## src/rtl/core/assert_macros.svh

```systemverilog
// assertion macros shared by the priority donation table
`ifndef ASSERT_MACROS_SVH
`define ASSERT_MACROS_SVH

// same-cycle implication, sampled on the rising clock, off during reset
`define PDT_ASSERT_NOW(label, ante, cons, msg) \
   label: assert property (@(posedge clock) disable iff (reset) (ante) |-> (cons)) \
      else $error(msg);

// next-cycle implication, sampled on the rising clock, off during reset
`define PDT_ASSERT_NEXT(label, ante, cons, msg) \
   label: assert property (@(posedge clock) disable iff (reset) (ante) |=> (cons)) \
      else $error(msg);

`endif

```

## src/rtl/core/pdt_pkg.sv

```systemverilog
// types, codes and constants of the priority donation table
`timescale 1ns / 1ps

package pdt_pkg;

   localparam int DEFAULT_MAX_DONORS   = 8;
   localparam int DEFAULT_LOCK_ID_BITS = 8;
   localparam int PRIO_BITS            = 6;
   localparam int COUNT_OUT_BITS       = 4;
   localparam int ACTION_BITS          = 2;
   localparam int STATUS_BITS          = 2;

   typedef enum logic [ACTION_BITS-1:0] {
      ACT_SET_BASE = 2'd0,
      ACT_DONATE   = 2'd1,
      ACT_RELEASE  = 2'd2,
      ACT_QUERY    = 2'd3
   } action_type;

   typedef enum logic [STATUS_BITS-1:0] {
      ST_OK        = 2'd0,
      ST_FULL      = 2'd1,
      ST_EMPTY     = 2'd2,
      ST_NOT_FOUND = 2'd3
   } status_type;

   typedef enum logic [2:0] {
      S_IDLE,
      S_FIND,
      S_REMOVE,
      S_SCAN,
      S_INSERT,
      S_FINISH
   } seq_state_type;

   typedef enum logic [1:0] {
      TBL_HOLD,
      TBL_REMOVE,
      TBL_INSERT
   } tbl_op_type;

   typedef enum logic {
      CMP_EQ,
      CMP_GT
   } cmp_mode_type;

   typedef struct packed {
      logic [PRIO_BITS-1:0]      effective_priority;
      logic                      donated;
      logic [COUNT_OUT_BITS-1:0] donor_count;
      status_type                status;
   } rsp_type;

endpackage

```

## src/rtl/core/pdt_cmp.sv

```systemverilog
// shared compare unit: lock match or priority order against one table entry
`timescale 1ns / 1ps

module pdt_cmp import pdt_pkg::*; #(
   parameter int OW = DEFAULT_LOCK_ID_BITS,
   parameter int CW = $clog2(DEFAULT_MAX_DONORS + 1)
) (
   input  cmp_mode_type  mode,
   input  logic [OW-1:0] a,
   input  logic [OW-1:0] b,
   input  logic [CW-1:0] idx,
   input  logic [CW-1:0] count,
   output logic          hit,
   output logic          at_end
);

   always_comb begin
      at_end = (idx == count);
      unique case (mode)
         CMP_EQ:  hit = !at_end && (a == b);
         // insertion point: past the last entry or ahead of a lower priority
         CMP_GT:  hit = at_end || (a > b);
         default: hit = 1'b0;
      endcase
   end

endmodule

```

## src/rtl/core/pdt_table.sv

```systemverilog
// donor entry table: sorted lock and priority registers with shift moves
`timescale 1ns / 1ps

module pdt_table import pdt_pkg::*; #(
   parameter int MAX_DONORS   = DEFAULT_MAX_DONORS,
   parameter int LOCK_ID_BITS = DEFAULT_LOCK_ID_BITS,
   parameter int IW           = (MAX_DONORS > 1) ? $clog2(MAX_DONORS) : 1
) (
   input  logic                    clock,
   input  tbl_op_type              op,
   input  logic [IW-1:0]           pos,
   input  logic [LOCK_ID_BITS-1:0] wr_lock,
   input  logic [PRIO_BITS-1:0]    wr_prio,
   input  logic [IW-1:0]           rd_idx,
   output logic [LOCK_ID_BITS-1:0] rd_lock,
   output logic [PRIO_BITS-1:0]    rd_prio,
   output logic [PRIO_BITS-1:0]    head_prio
);

   logic [LOCK_ID_BITS-1:0] lock_ff [MAX_DONORS];
   logic [LOCK_ID_BITS-1:0] lock_in [MAX_DONORS];
   logic [PRIO_BITS-1:0]    prio_ff [MAX_DONORS];
   logic [PRIO_BITS-1:0]    prio_in [MAX_DONORS];

   for (genvar k = 0; k < MAX_DONORS; k++) begin : g_entry
      logic [LOCK_ID_BITS-1:0] up_lock;
      logic [LOCK_ID_BITS-1:0] dn_lock;
      logic [PRIO_BITS-1:0]    up_prio;
      logic [PRIO_BITS-1:0]    dn_prio;

      // neighbor above feeds a removal, neighbor below feeds an insertion
      if (k < MAX_DONORS - 1) begin : g_up
         assign up_lock = lock_ff[k+1];
         assign up_prio = prio_ff[k+1];
      end else begin : g_top
         assign up_lock = lock_ff[k];
         assign up_prio = prio_ff[k];
      end
      if (k > 0) begin : g_dn
         assign dn_lock = lock_ff[k-1];
         assign dn_prio = prio_ff[k-1];
      end else begin : g_bottom
         assign dn_lock = lock_ff[k];
         assign dn_prio = prio_ff[k];
      end

      always_comb begin
         lock_in[k] = lock_ff[k];
         prio_in[k] = prio_ff[k];
         unique case (op)
            TBL_REMOVE: begin
               if (pos <= IW'(k)) begin
                  lock_in[k] = up_lock;
                  prio_in[k] = up_prio;
               end
            end
            TBL_INSERT: begin
               if (pos == IW'(k)) begin
                  lock_in[k] = wr_lock;
                  prio_in[k] = wr_prio;
               end else if (pos < IW'(k)) begin
                  lock_in[k] = dn_lock;
                  prio_in[k] = dn_prio;
               end
            end
            default: begin
            end
         endcase
      end
   end

   always_ff @(posedge clock) begin
      lock_ff <= lock_in;
      prio_ff <= prio_in;
   end

   assign rd_lock   = lock_ff[rd_idx];
   assign rd_prio   = prio_ff[rd_idx];
   assign head_prio = prio_ff[0];

endmodule

```

## src/rtl/core/pdt_seq.sv

```systemverilog
// sequencer: walks the table through the shared compare unit, holds the result
`timescale 1ns / 1ps

module pdt_seq import pdt_pkg::*; #(
   parameter int MAX_DONORS   = DEFAULT_MAX_DONORS,
   parameter int LOCK_ID_BITS = DEFAULT_LOCK_ID_BITS,
   parameter int CW           = $clog2(MAX_DONORS + 1),
   parameter int IW           = (MAX_DONORS > 1) ? $clog2(MAX_DONORS) : 1,
   parameter int OW           = (LOCK_ID_BITS > PRIO_BITS) ? LOCK_ID_BITS : PRIO_BITS
) (
   input  logic                    clock,
   input  logic                    reset,
   input  logic                    req_valid,
   output logic                    req_ready,
   input  logic [ACTION_BITS-1:0]  req_action,
   input  logic [LOCK_ID_BITS-1:0] req_lock_id,
   input  logic [PRIO_BITS-1:0]    req_priority_req,
   output logic                    rsp_valid,
   input  logic                    rsp_ready,
   output rsp_type                 rsp_data,
   output cmp_mode_type            cmp_mode,
   output logic [OW-1:0]           cmp_a,
   output logic [OW-1:0]           cmp_b,
   output logic [CW-1:0]           cmp_idx,
   output logic [CW-1:0]           cmp_count,
   input  logic                    cmp_hit,
   input  logic                    cmp_at_end,
   output logic [IW-1:0]           rd_idx,
   input  logic [LOCK_ID_BITS-1:0] rd_lock,
   input  logic [PRIO_BITS-1:0]    rd_prio,
   input  logic [PRIO_BITS-1:0]    head_prio,
   output tbl_op_type              tbl_op,
   output logic [IW-1:0]           tbl_pos,
   output logic [LOCK_ID_BITS-1:0] tbl_lock,
   output logic [PRIO_BITS-1:0]    tbl_prio
);

   seq_state_type state_ff, state_in;
   logic [CW-1:0] count_ff, count_in;
   logic          donated_ff, donated_in;
   logic [PRIO_BITS-1:0] base_ff, base_in;
   logic          rsp_valid_ff, rsp_valid_in;
   rsp_type       rsp_ff, rsp_in;

   action_type              action_ff, action_in;
   logic [LOCK_ID_BITS-1:0] lock_ff, lock_in;
   logic [PRIO_BITS-1:0]    prio_ff, prio_in;
   logic [CW-1:0]           idx_ff, idx_in;
   logic [IW-1:0]           pos_ff, pos_in;
   status_type              status_ff, status_in;

   logic [PRIO_BITS-1:0] eff_prio;

   always_ff @(posedge clock) begin
      if (reset) begin
         state_ff     <= S_IDLE;
         count_ff     <= '0;
         donated_ff   <= 1'b0;
         base_ff      <= '0;
         rsp_valid_ff <= 1'b0;
      end else begin
         state_ff     <= state_in;
         count_ff     <= count_in;
         donated_ff   <= donated_in;
         base_ff      <= base_in;
         rsp_valid_ff <= rsp_valid_in;
      end
   end

   always_ff @(posedge clock) begin
      rsp_ff    <= rsp_in;
      action_ff <= action_in;
      lock_ff   <= lock_in;
      prio_ff   <= prio_in;
      idx_ff    <= idx_in;
      pos_ff    <= pos_in;
      status_ff <= status_in;
   end

   assign eff_prio = (donated_ff && (count_ff != '0)) ? head_prio : base_ff;

   always_comb begin
      state_in     = state_ff;
      count_in     = count_ff;
      donated_in   = donated_ff;
      base_in      = base_ff;
      rsp_valid_in = rsp_valid_ff && !rsp_ready;
      rsp_in       = rsp_ff;
      action_in    = action_ff;
      lock_in      = lock_ff;
      prio_in      = prio_ff;
      idx_in       = idx_ff;
      pos_in       = pos_ff;
      status_in    = status_ff;

      req_ready = 1'b0;
      cmp_mode  = CMP_EQ;
      cmp_a     = OW'(rd_lock);
      cmp_b     = OW'(lock_ff);
      tbl_op    = TBL_HOLD;

      unique case (state_ff)
         S_IDLE: begin
            req_ready = 1'b1;
            if (req_valid) begin
               action_in = action_type'(req_action);
               lock_in   = req_lock_id;
               prio_in   = req_priority_req;
               idx_in    = '0;
               status_in = ST_OK;
               unique case (action_type'(req_action))
                  ACT_SET_BASE: begin
                     base_in  = req_priority_req;
                     state_in = S_FINISH;
                  end
                  ACT_DONATE: state_in = S_FIND;
                  ACT_RELEASE: begin
                     if (count_ff == '0) begin
                        status_in = ST_EMPTY;
                        state_in  = S_FINISH;
                     end else begin
                        state_in = S_FIND;
                     end
                  end
                  default: state_in = S_FINISH;
               endcase
            end
         end
         S_FIND: begin
            if (cmp_hit) begin
               pos_in   = idx_ff[IW-1:0];
               state_in = S_REMOVE;
            end else if (cmp_at_end) begin
               if (action_ff == ACT_DONATE) begin
                  if (count_ff == CW'(MAX_DONORS)) begin
                     status_in = ST_FULL;
                     state_in  = S_FINISH;
                  end else begin
                     idx_in   = '0;
                     state_in = S_SCAN;
                  end
               end else begin
                  status_in = ST_NOT_FOUND;
                  state_in  = S_FINISH;
               end
            end else begin
               idx_in = idx_ff + CW'(1);
            end
         end
         S_REMOVE: begin
            tbl_op   = TBL_REMOVE;
            count_in = count_ff - CW'(1);
            if (action_ff == ACT_DONATE) begin
               // a repeated lock is taken out and put back in sorted place
               idx_in   = '0;
               state_in = S_SCAN;
            end else begin
               if (count_ff == CW'(1)) begin
                  donated_in = 1'b0;
               end
               state_in = S_FINISH;
            end
         end
         S_SCAN: begin
            cmp_mode = CMP_GT;
            cmp_a    = OW'(prio_ff);
            cmp_b    = OW'(rd_prio);
            if (cmp_hit) begin
               pos_in   = idx_ff[IW-1:0];
               state_in = S_INSERT;
            end else begin
               idx_in = idx_ff + CW'(1);
            end
         end
         S_INSERT: begin
            tbl_op     = TBL_INSERT;
            count_in   = count_ff + CW'(1);
            donated_in = 1'b1;
            state_in   = S_FINISH;
         end
         S_FINISH: begin
            if (!rsp_valid_ff || rsp_ready) begin
               rsp_in.effective_priority = eff_prio;
               rsp_in.donated            = donated_ff;
               rsp_in.donor_count        = COUNT_OUT_BITS'(count_ff);
               rsp_in.status             = status_ff;
               rsp_valid_in              = 1'b1;
               state_in                  = S_IDLE;
            end
         end
         default: state_in = S_IDLE;
      endcase
   end

   assign rsp_valid = rsp_valid_ff;
   assign rsp_data  = rsp_ff;
   assign cmp_idx   = idx_ff;
   assign cmp_count = count_ff;
   assign rd_idx    = idx_ff[IW-1:0];
   assign tbl_pos   = pos_ff;
   assign tbl_lock  = lock_ff;
   assign tbl_prio  = prio_ff;

endmodule

```

## src/rtl/core/priority_donation_table.sv

```systemverilog
// top level of the priority donation table
//
//   channel   direction  ports                                             handshake
//   req       in         req_action, req_lock_id, req_priority_req          req_valid/req_ready
//   rsp       out        rsp_effective_priority, rsp_donated,
//                        rsp_donor_count, rsp_status                       rsp_valid/rsp_ready
//
// one transaction at a time; req_ready is high only while the sequencer is idle.
// rsp_valid is set from the finish step; set-base and query go straight there, release
// searches the held entries and donate also scans for its place: one compare per entry.
// a low rsp_ready holds the sequencer in its finish step until the result register frees.
// the result register holds the last answer while a new transaction is taken.
// reset clears counts, flags and base priority; table entries need no clearing.
`timescale 1ns / 1ps
`include "assert_macros.svh"

module priority_donation_table import pdt_pkg::*; #(
   parameter int MAX_DONORS   = DEFAULT_MAX_DONORS,
   parameter int LOCK_ID_BITS = DEFAULT_LOCK_ID_BITS
) (
   input  logic                      clock,
   input  logic                      reset,
   input  logic                      req_valid,
   output logic                      req_ready,
   input  logic [ACTION_BITS-1:0]    req_action,
   input  logic [LOCK_ID_BITS-1:0]   req_lock_id,
   input  logic [PRIO_BITS-1:0]      req_priority_req,
   output logic                      rsp_valid,
   input  logic                      rsp_ready,
   output logic [PRIO_BITS-1:0]      rsp_effective_priority,
   output logic                      rsp_donated,
   output logic [COUNT_OUT_BITS-1:0] rsp_donor_count,
   output logic [STATUS_BITS-1:0]    rsp_status
);

   localparam int CW = $clog2(MAX_DONORS + 1);
   localparam int IW = (MAX_DONORS > 1) ? $clog2(MAX_DONORS) : 1;
   localparam int OW = (LOCK_ID_BITS > PRIO_BITS) ? LOCK_ID_BITS : PRIO_BITS;

   rsp_type                 rsp_data;
   cmp_mode_type            cmp_mode;
   logic [OW-1:0]           cmp_a;
   logic [OW-1:0]           cmp_b;
   logic [CW-1:0]           cmp_idx;
   logic [CW-1:0]           cmp_count;
   logic                    cmp_hit;
   logic                    cmp_at_end;
   logic [IW-1:0]           rd_idx;
   logic [LOCK_ID_BITS-1:0] rd_lock;
   logic [PRIO_BITS-1:0]    rd_prio;
   logic [PRIO_BITS-1:0]    head_prio;
   tbl_op_type              tbl_op;
   logic [IW-1:0]           tbl_pos;
   logic [LOCK_ID_BITS-1:0] tbl_lock;
   logic [PRIO_BITS-1:0]    tbl_prio;

   pdt_seq #(
      .MAX_DONORS   (MAX_DONORS),
      .LOCK_ID_BITS (LOCK_ID_BITS),
      .CW           (CW),
      .IW           (IW),
      .OW           (OW)
   ) u_seq (
      .clock            (clock),
      .reset            (reset),
      .req_valid        (req_valid),
      .req_ready        (req_ready),
      .req_action       (req_action),
      .req_lock_id      (req_lock_id),
      .req_priority_req (req_priority_req),
      .rsp_valid        (rsp_valid),
      .rsp_ready        (rsp_ready),
      .rsp_data         (rsp_data),
      .cmp_mode         (cmp_mode),
      .cmp_a            (cmp_a),
      .cmp_b            (cmp_b),
      .cmp_idx          (cmp_idx),
      .cmp_count        (cmp_count),
      .cmp_hit          (cmp_hit),
      .cmp_at_end       (cmp_at_end),
      .rd_idx           (rd_idx),
      .rd_lock          (rd_lock),
      .rd_prio          (rd_prio),
      .head_prio        (head_prio),
      .tbl_op           (tbl_op),
      .tbl_pos          (tbl_pos),
      .tbl_lock         (tbl_lock),
      .tbl_prio         (tbl_prio)
   );

   pdt_cmp #(
      .OW (OW),
      .CW (CW)
   ) u_cmp (
      .mode   (cmp_mode),
      .a      (cmp_a),
      .b      (cmp_b),
      .idx    (cmp_idx),
      .count  (cmp_count),
      .hit    (cmp_hit),
      .at_end (cmp_at_end)
   );

   pdt_table #(
      .MAX_DONORS   (MAX_DONORS),
      .LOCK_ID_BITS (LOCK_ID_BITS),
      .IW           (IW)
   ) u_table (
      .clock     (clock),
      .op        (tbl_op),
      .pos       (tbl_pos),
      .wr_lock   (tbl_lock),
      .wr_prio   (tbl_prio),
      .rd_idx    (rd_idx),
      .rd_lock   (rd_lock),
      .rd_prio   (rd_prio),
      .head_prio (head_prio)
   );

   assign rsp_effective_priority = rsp_data.effective_priority;
   assign rsp_donated            = rsp_data.donated;
   assign rsp_donor_count        = rsp_data.donor_count;
   assign rsp_status             = rsp_data.status;

   `PDT_ASSERT_NEXT(a_busy_after_accept, req_valid && req_ready, !req_ready,
      "sequencer still idle after taking a transaction")
   `PDT_ASSERT_NOW(a_full_keeps_donation, rsp_valid && rsp_status == ST_FULL, rsp_donated,
      "table full reported while no donation is held")
   `PDT_ASSERT_NOW(a_empty_release_clean,
      rsp_valid && rsp_status == ST_EMPTY, !rsp_donated && rsp_donor_count == '0,
      "empty release reported with entries held")

endmodule

```

## config.mk

```make
export PLATFORM = sky130hd
export DESIGN_NAME = priority_donation_table
export DESIGN_NICKNAME = d
export VERILOG_FILES = /design/src/rtl/core/pdt_pkg.sv /design/src/rtl/core/pdt_cmp.sv /design/src/rtl/core/pdt_table.sv /design/src/rtl/core/pdt_seq.sv /design/src/rtl/core/priority_donation_table.sv
export VERILOG_INCLUDE_DIRS = /design/src /design/src/rtl/core
export SDC_FILE = /design/constraint.sdc
export NUM_CORES = 1
export LEC_CHECK = 0
export BUFFER_PORTS_ARGS = -buffer_cell sky130_fd_sc_hd__buf_2
export CAP_MARGIN = 20
export CORE_MARGIN = 2
export CORE_UTILIZATION = 50
export CTS_CLUSTER_DIAMETER = 40
export DETAILED_ROUTE_END_ITERATION = 10
export GPL_ROUTABILITY_DRIVEN = 1
export PLACE_DENSITY = 0.73
export SETUP_SLACK_MARGIN = 0.2
export SYNTH_ARGS = -nofsm -noshare
export SYNTH_HDL_FRONTEND = slang
export SYNTH_HIERARCHICAL = 1
export SYNTH_SLANG_ARGS = --single-unit
```

## constraint.sdc

```tcl
create_clock -name clock -period 4.6 [get_ports clock]
set_clock_uncertainty 0.15 [all_clocks]
set_input_delay 0.92 -clock clock [delete_from_list [all_inputs] [get_ports clock]]
set_output_delay 0.92 -clock clock [all_outputs]
set_load 0.005 [all_outputs]
```

Yosys cells after proc, flatten, opt, wreduce, memory -nomap -nowiden
Cells that the tools add are included.

storage, ports and cells
  register bits = 165
  input port bits = 20
  logic and storage cells = 239

operators by class
  add/sub/neg operators = 3
  order comparisons = 16
  equal/unequal tests = 48
  multiplexer cells = 104
  bitwise gates (word level) = 2
  reductions and logical operators = 35

operators by type and width
  operator                                                                  count
  8-bit 2-to-1 mux                                                          26
  6-bit 2-to-1 mux                                                          25
  8-bit one-hot mux with 2 select lines                                     7
  6-bit one-hot mux with 2 select lines                                     7
  4-bit 2-to-1 mux                                                          7
  3-bit 2-to-1 mux                                                          9
  3-bit AND reduction                                                       9
  8-bit binary-select mux with 3-bit select                                 1
  2-bit by 1-bit inequality test with 1-bit output (second input constant)  11
  6-bit binary-select mux with 3-bit select                                 1
  3-bit == test (second input constant)                                     6
  3-bit by 1-bit inequality test with 1-bit output (second input constant)  6
  3-bit one-hot mux with 6 select lines                                     1
  4-bit one-hot mux with 4 select lines                                     1
  2-bit 2-to-1 mux                                                          7
  3-bit by 2-bit == test with 1-bit output (second input constant)          4
  3-bit < comparator (second input constant)                                4
  2-bit inequality test (second input constant)                             6
  3-bit <= comparator (second input constant)                               3
  3-bit inequality test (second input constant)                             3
  4-bit by 1-bit adder with 4-bit output (second input constant)            2
  8-bit == test                                                             1
  8-bit greater-than comparator                                             1
  2-bit one-hot mux with 2 select lines                                     2
  32 further kinds                                                          58

Depth between registers and ports, before layout
  depth in word-level cells = 10
  depth in mapped cells = 16

Hierarchy
Netlist, hierarchy kept.

modules (own cells, without submodules)
  module     times used  cells an instance  area each (µm²)
  pdt_table  1           597                6,472.5
  pdt_seq    1           197                2,434.8
  pdt_cmp    1           35                 282.8

Worst setup path after synthesis
Ideal clock, no wire load.

  path kind = register -> register
  start point = register u_seq.idx_ff[0] (netlist: u_seq/cmp_idx[0])
  end point = register u_seq.idx_ff[0] (netlist: u_seq/cmp_idx[0]) (enable)
  setup time = 390 ps
  arrival time = 3,844 ps
  data required time = 4,060 ps
  setup slack = 216 ps
  stages on the path, launching flop included = 13
  buffers on the path = 3
  clock period less this slack = 4,384 ps
  cells stage by stage = edfxtp_1 -> buf_4 -> buf_6 -> buf_6 -> mux4_2 -> mux2_4 -> mux2_1 -> ha_1 -> a21o_1 -> a211oi_1 -> nor3b_1 -> a2111o_1 -> a2111oi_0

between the ends
  cells in the longest elaborated chain, start to end = 10
  elaborated cells on any way between the ends = 21
  classes of those cells = order compare: 1; eq/ne: 6; mux: 9; bitwise: 1; reduce/logical: 4

RTL lines
  item                                                                   RTL line                       text
  start: declaration                                                     pdt_seq.sv:48                  logic [CW-1:0] idx_ff, idx_in;
  start signal: assignment                                               pdt_seq.sv:75                  idx_ff <= idx_in;
  3-bit inverter with 4-bit output (implied by the code) (*)             pdt_table.sv:77                assign rd_lock = lock_ff[rd_idx];
  8-bit binary-select mux with 3-bit select (*)                          pdt_table.sv:77
  8-bit 2-to-1 mux (implied by the code) (*) (2 in a row)                pdt_table.sv:77
  via rd_lock[5]                                                         priority_donation_table.sv:49  logic [LOCK_ID_BITS-1:0] rd_lock;
  8-bit 2-to-1 mux (*)                                                   pdt_seq.sv:102                 unique case (state_ff)
  via cmp_a[5]                                                           priority_donation_table.sv:42  logic [OW-1:0] cmp_a;
  8-bit greater-than comparator / 8-bit == test (equally long branches)  pdt_cmp.sv:22, pdt_cmp.sv:20
  1-bit logical OR / 1-bit logical AND (equally long branches)           pdt_cmp.sv:22, pdt_cmp.sv:20
  1-bit one-hot mux with 2 select lines (*)                              pdt_cmp.sv:19                  unique case (mode)
  via cmp_hit                                                            priority_donation_table.sv:46  logic cmp_hit;
  2-bit inequality test (no source line)                                 -
  7-bit AND reduction (no source line) (*)                               -

Mark *: on every way through the listed nets, which the timed path passes. The rest lies on a longest branch. The select of a mux whose other input is x is not followed.
A chain may end at the register's enable or synchronous reset.

Worst setup path after layout
  start point = register u_seq.idx_ff[0] (netlist: u_seq/cmp_idx[0])
  end point = register u_seq.idx_ff[1] (netlist: u_seq/cmp_idx[1]) (enable)

Same word-level chain as after synthesis.

==> impl_metrics.py <==
metrics = {
    "status": {
        "status": "completed",
    },
    "worst_setup_path": {
        "crit_required_ps": 4600,
        "critical-path-top-delay-family": "multiplexers",
        "reg2reg_depth": 11,
        "crit_fanout": 33,
        "crit_chain": "buf_12, mux4_1, mux2_4, mux2_1, ha_1, and4_1, nand3b_1, a21oi_1, a2111o_1, a2111oi_0, buf_4",
        "rrSetupSlack_ps": 490,
        "startpoint_type": "flip-flop",
        "cpMaxStageDelayCell": "mux4_1",
        "crit_buf_inv": 2,
        "slowest_delay_ps": 600,
        "arrival_ps": 4110,
        "r2r_start": "u_seq/cmp_idx[0]",
        "r2r-end": "u_seq/cmp_idx[1]",
        "critPathKind": "flip-flop to flip-flop",
        "end_kind": "flip-flop",
    },
    "placement": {
        "dp_hpwl_um": 14300,
        "port-buffer-count": 34,
        "gp_congestion": 0.838,
    },
    "grt": {
        "globalRouteMet3Util_pct": 5.47,
        "use_met1_pct": 34.6,
        "grt_pass1_wl_um": 36400,
        "grt_pass1_vias": 6517,
        "grt_max_degree": 197,
        "met2_usage_pct": 37.2,
        "grt_overflow_total": 0,
        "antenna_found_initial": 0,
        "grt_usage_pct": 24.2,
        "grt.busiest_layer": "met2",
    },
    "timing": {
        "tightestPinTransition_ps": 1130,
        "finalCriticalPeriod_ps": 4110,
        "fin_crit_sh_pct": 89.4,
        "relSlewSlack_pct": 25.0,
        "fmax_mhz": 243,
        "drv_slew": 0,
        "finalSetupViolCount": 0,
        "setup_tns_ps": 0,
        "hold_viol_final": 0,
        "rsz0062_at_grt": "false",
    },
    "synthesis": {
        "synth_edf_count": 150,
        "synth_warnings": 6,
        "synth_nets": 863,
        "ys_seq_area_share_pct": 52.3,
        "ys_ff_latch": 165,
        "yosys.area.top_type": "edfxtp_1",
        "synthCells": 829,
        "avgSynthCellArea_um2": 11.1,
        "syn_area_mm2": 0.00919,
        "synthFlopType": "edfxtp_1",
        "synth_area_leaders": "edfxtp_1 (49%), nand2_1 (7.2%), mux2_2 (6.0%)",
        "synth_top_area_share_pct": 49.0,
        "synth_cell_types": 64,
        "async_flop_share_pct": 0,
    },
    "cts": {
        "cts_sinks": 165,
        "post-cts-setup-buffer-count": 0,
        "cts_buffers": 17,
        "cts.path.max_buffers": 2,
        "cts_resized": 0,
        "clkLatencyLatePin_ps": 430,
        "cts.clk_slew.worst_paths_ps": 70,
        "cts_tree": "built",
        "hold_buffers": 0,
        "clockRootBuffer": "clkbuf_16",
        "cts_max_level": 4,
    },
    "power": {
        "vdd_drop_max_mv": 0.439,
        "p_leak_nw": 3.77,
        "totalPowerFinal_mw": 5.79,
        "cellPowerDensity_mw_per_mm2": 571,
    },
    "final_layout": {
        "seqCellArea_mm2": 0.00480,
        "n_antenna_cell": 0,
        "multi_input_area_mm2": 0.00403,
        "areaGrowthSynthToFinish_pct": 10.5,
        "fill_cells": 1509,
        "nNetsFinal": 872,
        "final_layout_size_suffix_gt1_share_pct": 20.9,
    },
    "routing": {
        "drcViolationCount": 0,
        "wire_per_inst_um": 21.5,
        "drtAntennaViolNets": 0,
        "drt_pass1_iterations": 6,
        "first_iter_violations": 851,
        "drt_wl_total_um": 23200,
        "vias": 6810,
        "via_per_inst": 6.31,
    },
    "floorplan": {
        "die_w_um": 140,
        "die_area_mm2": 0.0195,
        "dieHeight_um": 140,
        "rows": 49,
        "initial_utilization_pct": 51.0,
        "ios": 35,
        "core_mm2": 0.0180,
    },
    "min_path": {
        "holdCritStartpoint": "u_seq/status_ff[1]",
        "hp-class": "flip-flop to flip-flop",
        "holdPathStages": 0,
        "hold_end": "u_seq/rsp_data[1]",
    },
    "flow_run": {
        "maxCapViolCount": 0,
    },
}
-- final cells by class --
type                            count  share of cell area (%)
Clock inverter                     10                    1.01
Timing Repair Buffer               53                    3.49
Inverter                           17                   0.628
Clock buffer                       22                    5.00
Sequential cell                   165                    47.3
Tap cell                          229                    2.82
Multi-Input combinational cell    584                    39.7
-- cells by family after synthesis --
group / synth area share [%]
DFF: 52.3
adders and majority gates: 1.91
buffers and inverters: 4.36
muxes: 15.7
xor gates and xnor gates: 0.667
and+or+nand+nor: 16.3
AOI/OAI and AO/OA: 8.78
-- Yosys cell counts, drive strengths merged (5+ instances only) --
cell type,n
nand3,5
edfxtp,150
nand2b,5
nor3b,6
clkbuf,22
buf,41
nor2,103
dfxtp,15
mux2,61
nor2b,5
a31oi,87
and2,5
mux4,28
o21ai,8
a21oi,14
xor2,5
mux2i,8
nand2,177
ha,14
nand3b,5
inv,17
-- state kept, by name (all words and copies together) (netlist names) --
| signal | count |
|---|---|
| u_seq/tbl_lock | 8 |
| u_seq/cmp_count | 4 |
| u_seq/donated_ff | 1 |
| u_seq/state_ff | 3 |
| u_seq/tbl_prio | 6 |
| u_seq/base_ff | 6 |
| u_seq/status_ff | 2 |
| u_seq/tbl_pos | 3 |
| u_seq/action_ff | 2 |
| u_table/g_entry.up_prio | 42 |
| u_seq/cmp_idx | 4 |
| u_table/g_entry.dn_lock | 8 |
| u_seq/rsp_valid | 1 |
| u_table/g_entry.up_lock | 56 |
| u_table/head_prio | 6 |
| u_seq/rsp_data | 13 |
-- per-layer routing --
metal | part of all wire, % | up-vias
met4 | 1.9 | 0
met1 | 40 | 3324
met2 | 47 | 383
met5 | 0 | -
met3 | 10 | 39
li1 | - | 3064
-- where the power goes --
| part | switching, mW | total [mW] | internal [mW] |
|---|---|---|---|
| clock | 0.625 | 1.48 | 0.856 |
| sequential | 0.250 | 2.35 | 2.10 |
| combinational | 1.06 | 1.96 | 0.899 |
| total | 1.94 | 5.79 | 3.86 |
-- cells in the final DEF, fill, tap and decap left out, types with 5 or more instances in the layout --
master / netlist / final
inv_6: 0 / 5
and2_1: 5 / 5
mux2i_1: 8 / 8
o21ai_0: 6 / 6
inv_1: 16 / 16
clkbuf_16: 0 / 20
a31oi_1: 87 / 85
nor2b_1: 5 / 5
xor2_1: 5 / 5
nand3b_1: 5 / 5
edfxtp_1: 150 / 150
nand2_1: 176 / 176
buf_2: 22 / 34
mux4_1: 8 / 8
a21oi_1: 14 / 11
mux2_2: 49 / 49
ha_1: 14 / 13
nor2_1: 103 / 103
mux4_2: 20 / 20
dfxtp_1: 15 / 15
buf_4: 9 / 15
mux2_1: 8 / 8
-- stage by stage --
| stage | instance area [µm²] | utilization, % | hold WS, ps | worst slack [ps] | instances |
|---|---|---|---|---|---|
| floorplan | 9190 | - | 250 | 216 | 829 |
| global placement | 9530 | 52.9 | 272 | 558 | 1047 |
| detailed placement | 9530 | 52.9 | 285 | 520 | 1047 |
| CTS | 10100 | 56.3 | 298 | 505 | 1079 |
| global route | 10200 | 56.3 | 297 | 341 | 1080 |
| finish | 10200 | 56.3 | 290 | 487 | 1080 |
-- worst max path at each step --
| stage | startpoint | to | depth (start not counted) |
|---|---|---|---|
| finish | u_seq/cmp_idx[0] | u_seq/cmp_idx[1] | 11 |
| global route | u_seq/cmp_idx[0] | u_seq/cmp_idx[1] | 11 |
| CTS | u_seq/cmp_idx[0] | u_seq/cmp_idx[1] | 11 |
| detailed placement | u_seq/cmp_idx[0] | u_seq/cmp_idx[2] | 11 |
| global placement | u_seq/cmp_idx[0] | u_seq/cmp_idx[2] | 11 |
| floorplan | u_seq/cmp_idx[0] | u_seq/cmp_idx[0] | 12 |
Power figures use the tool's default switching activity.
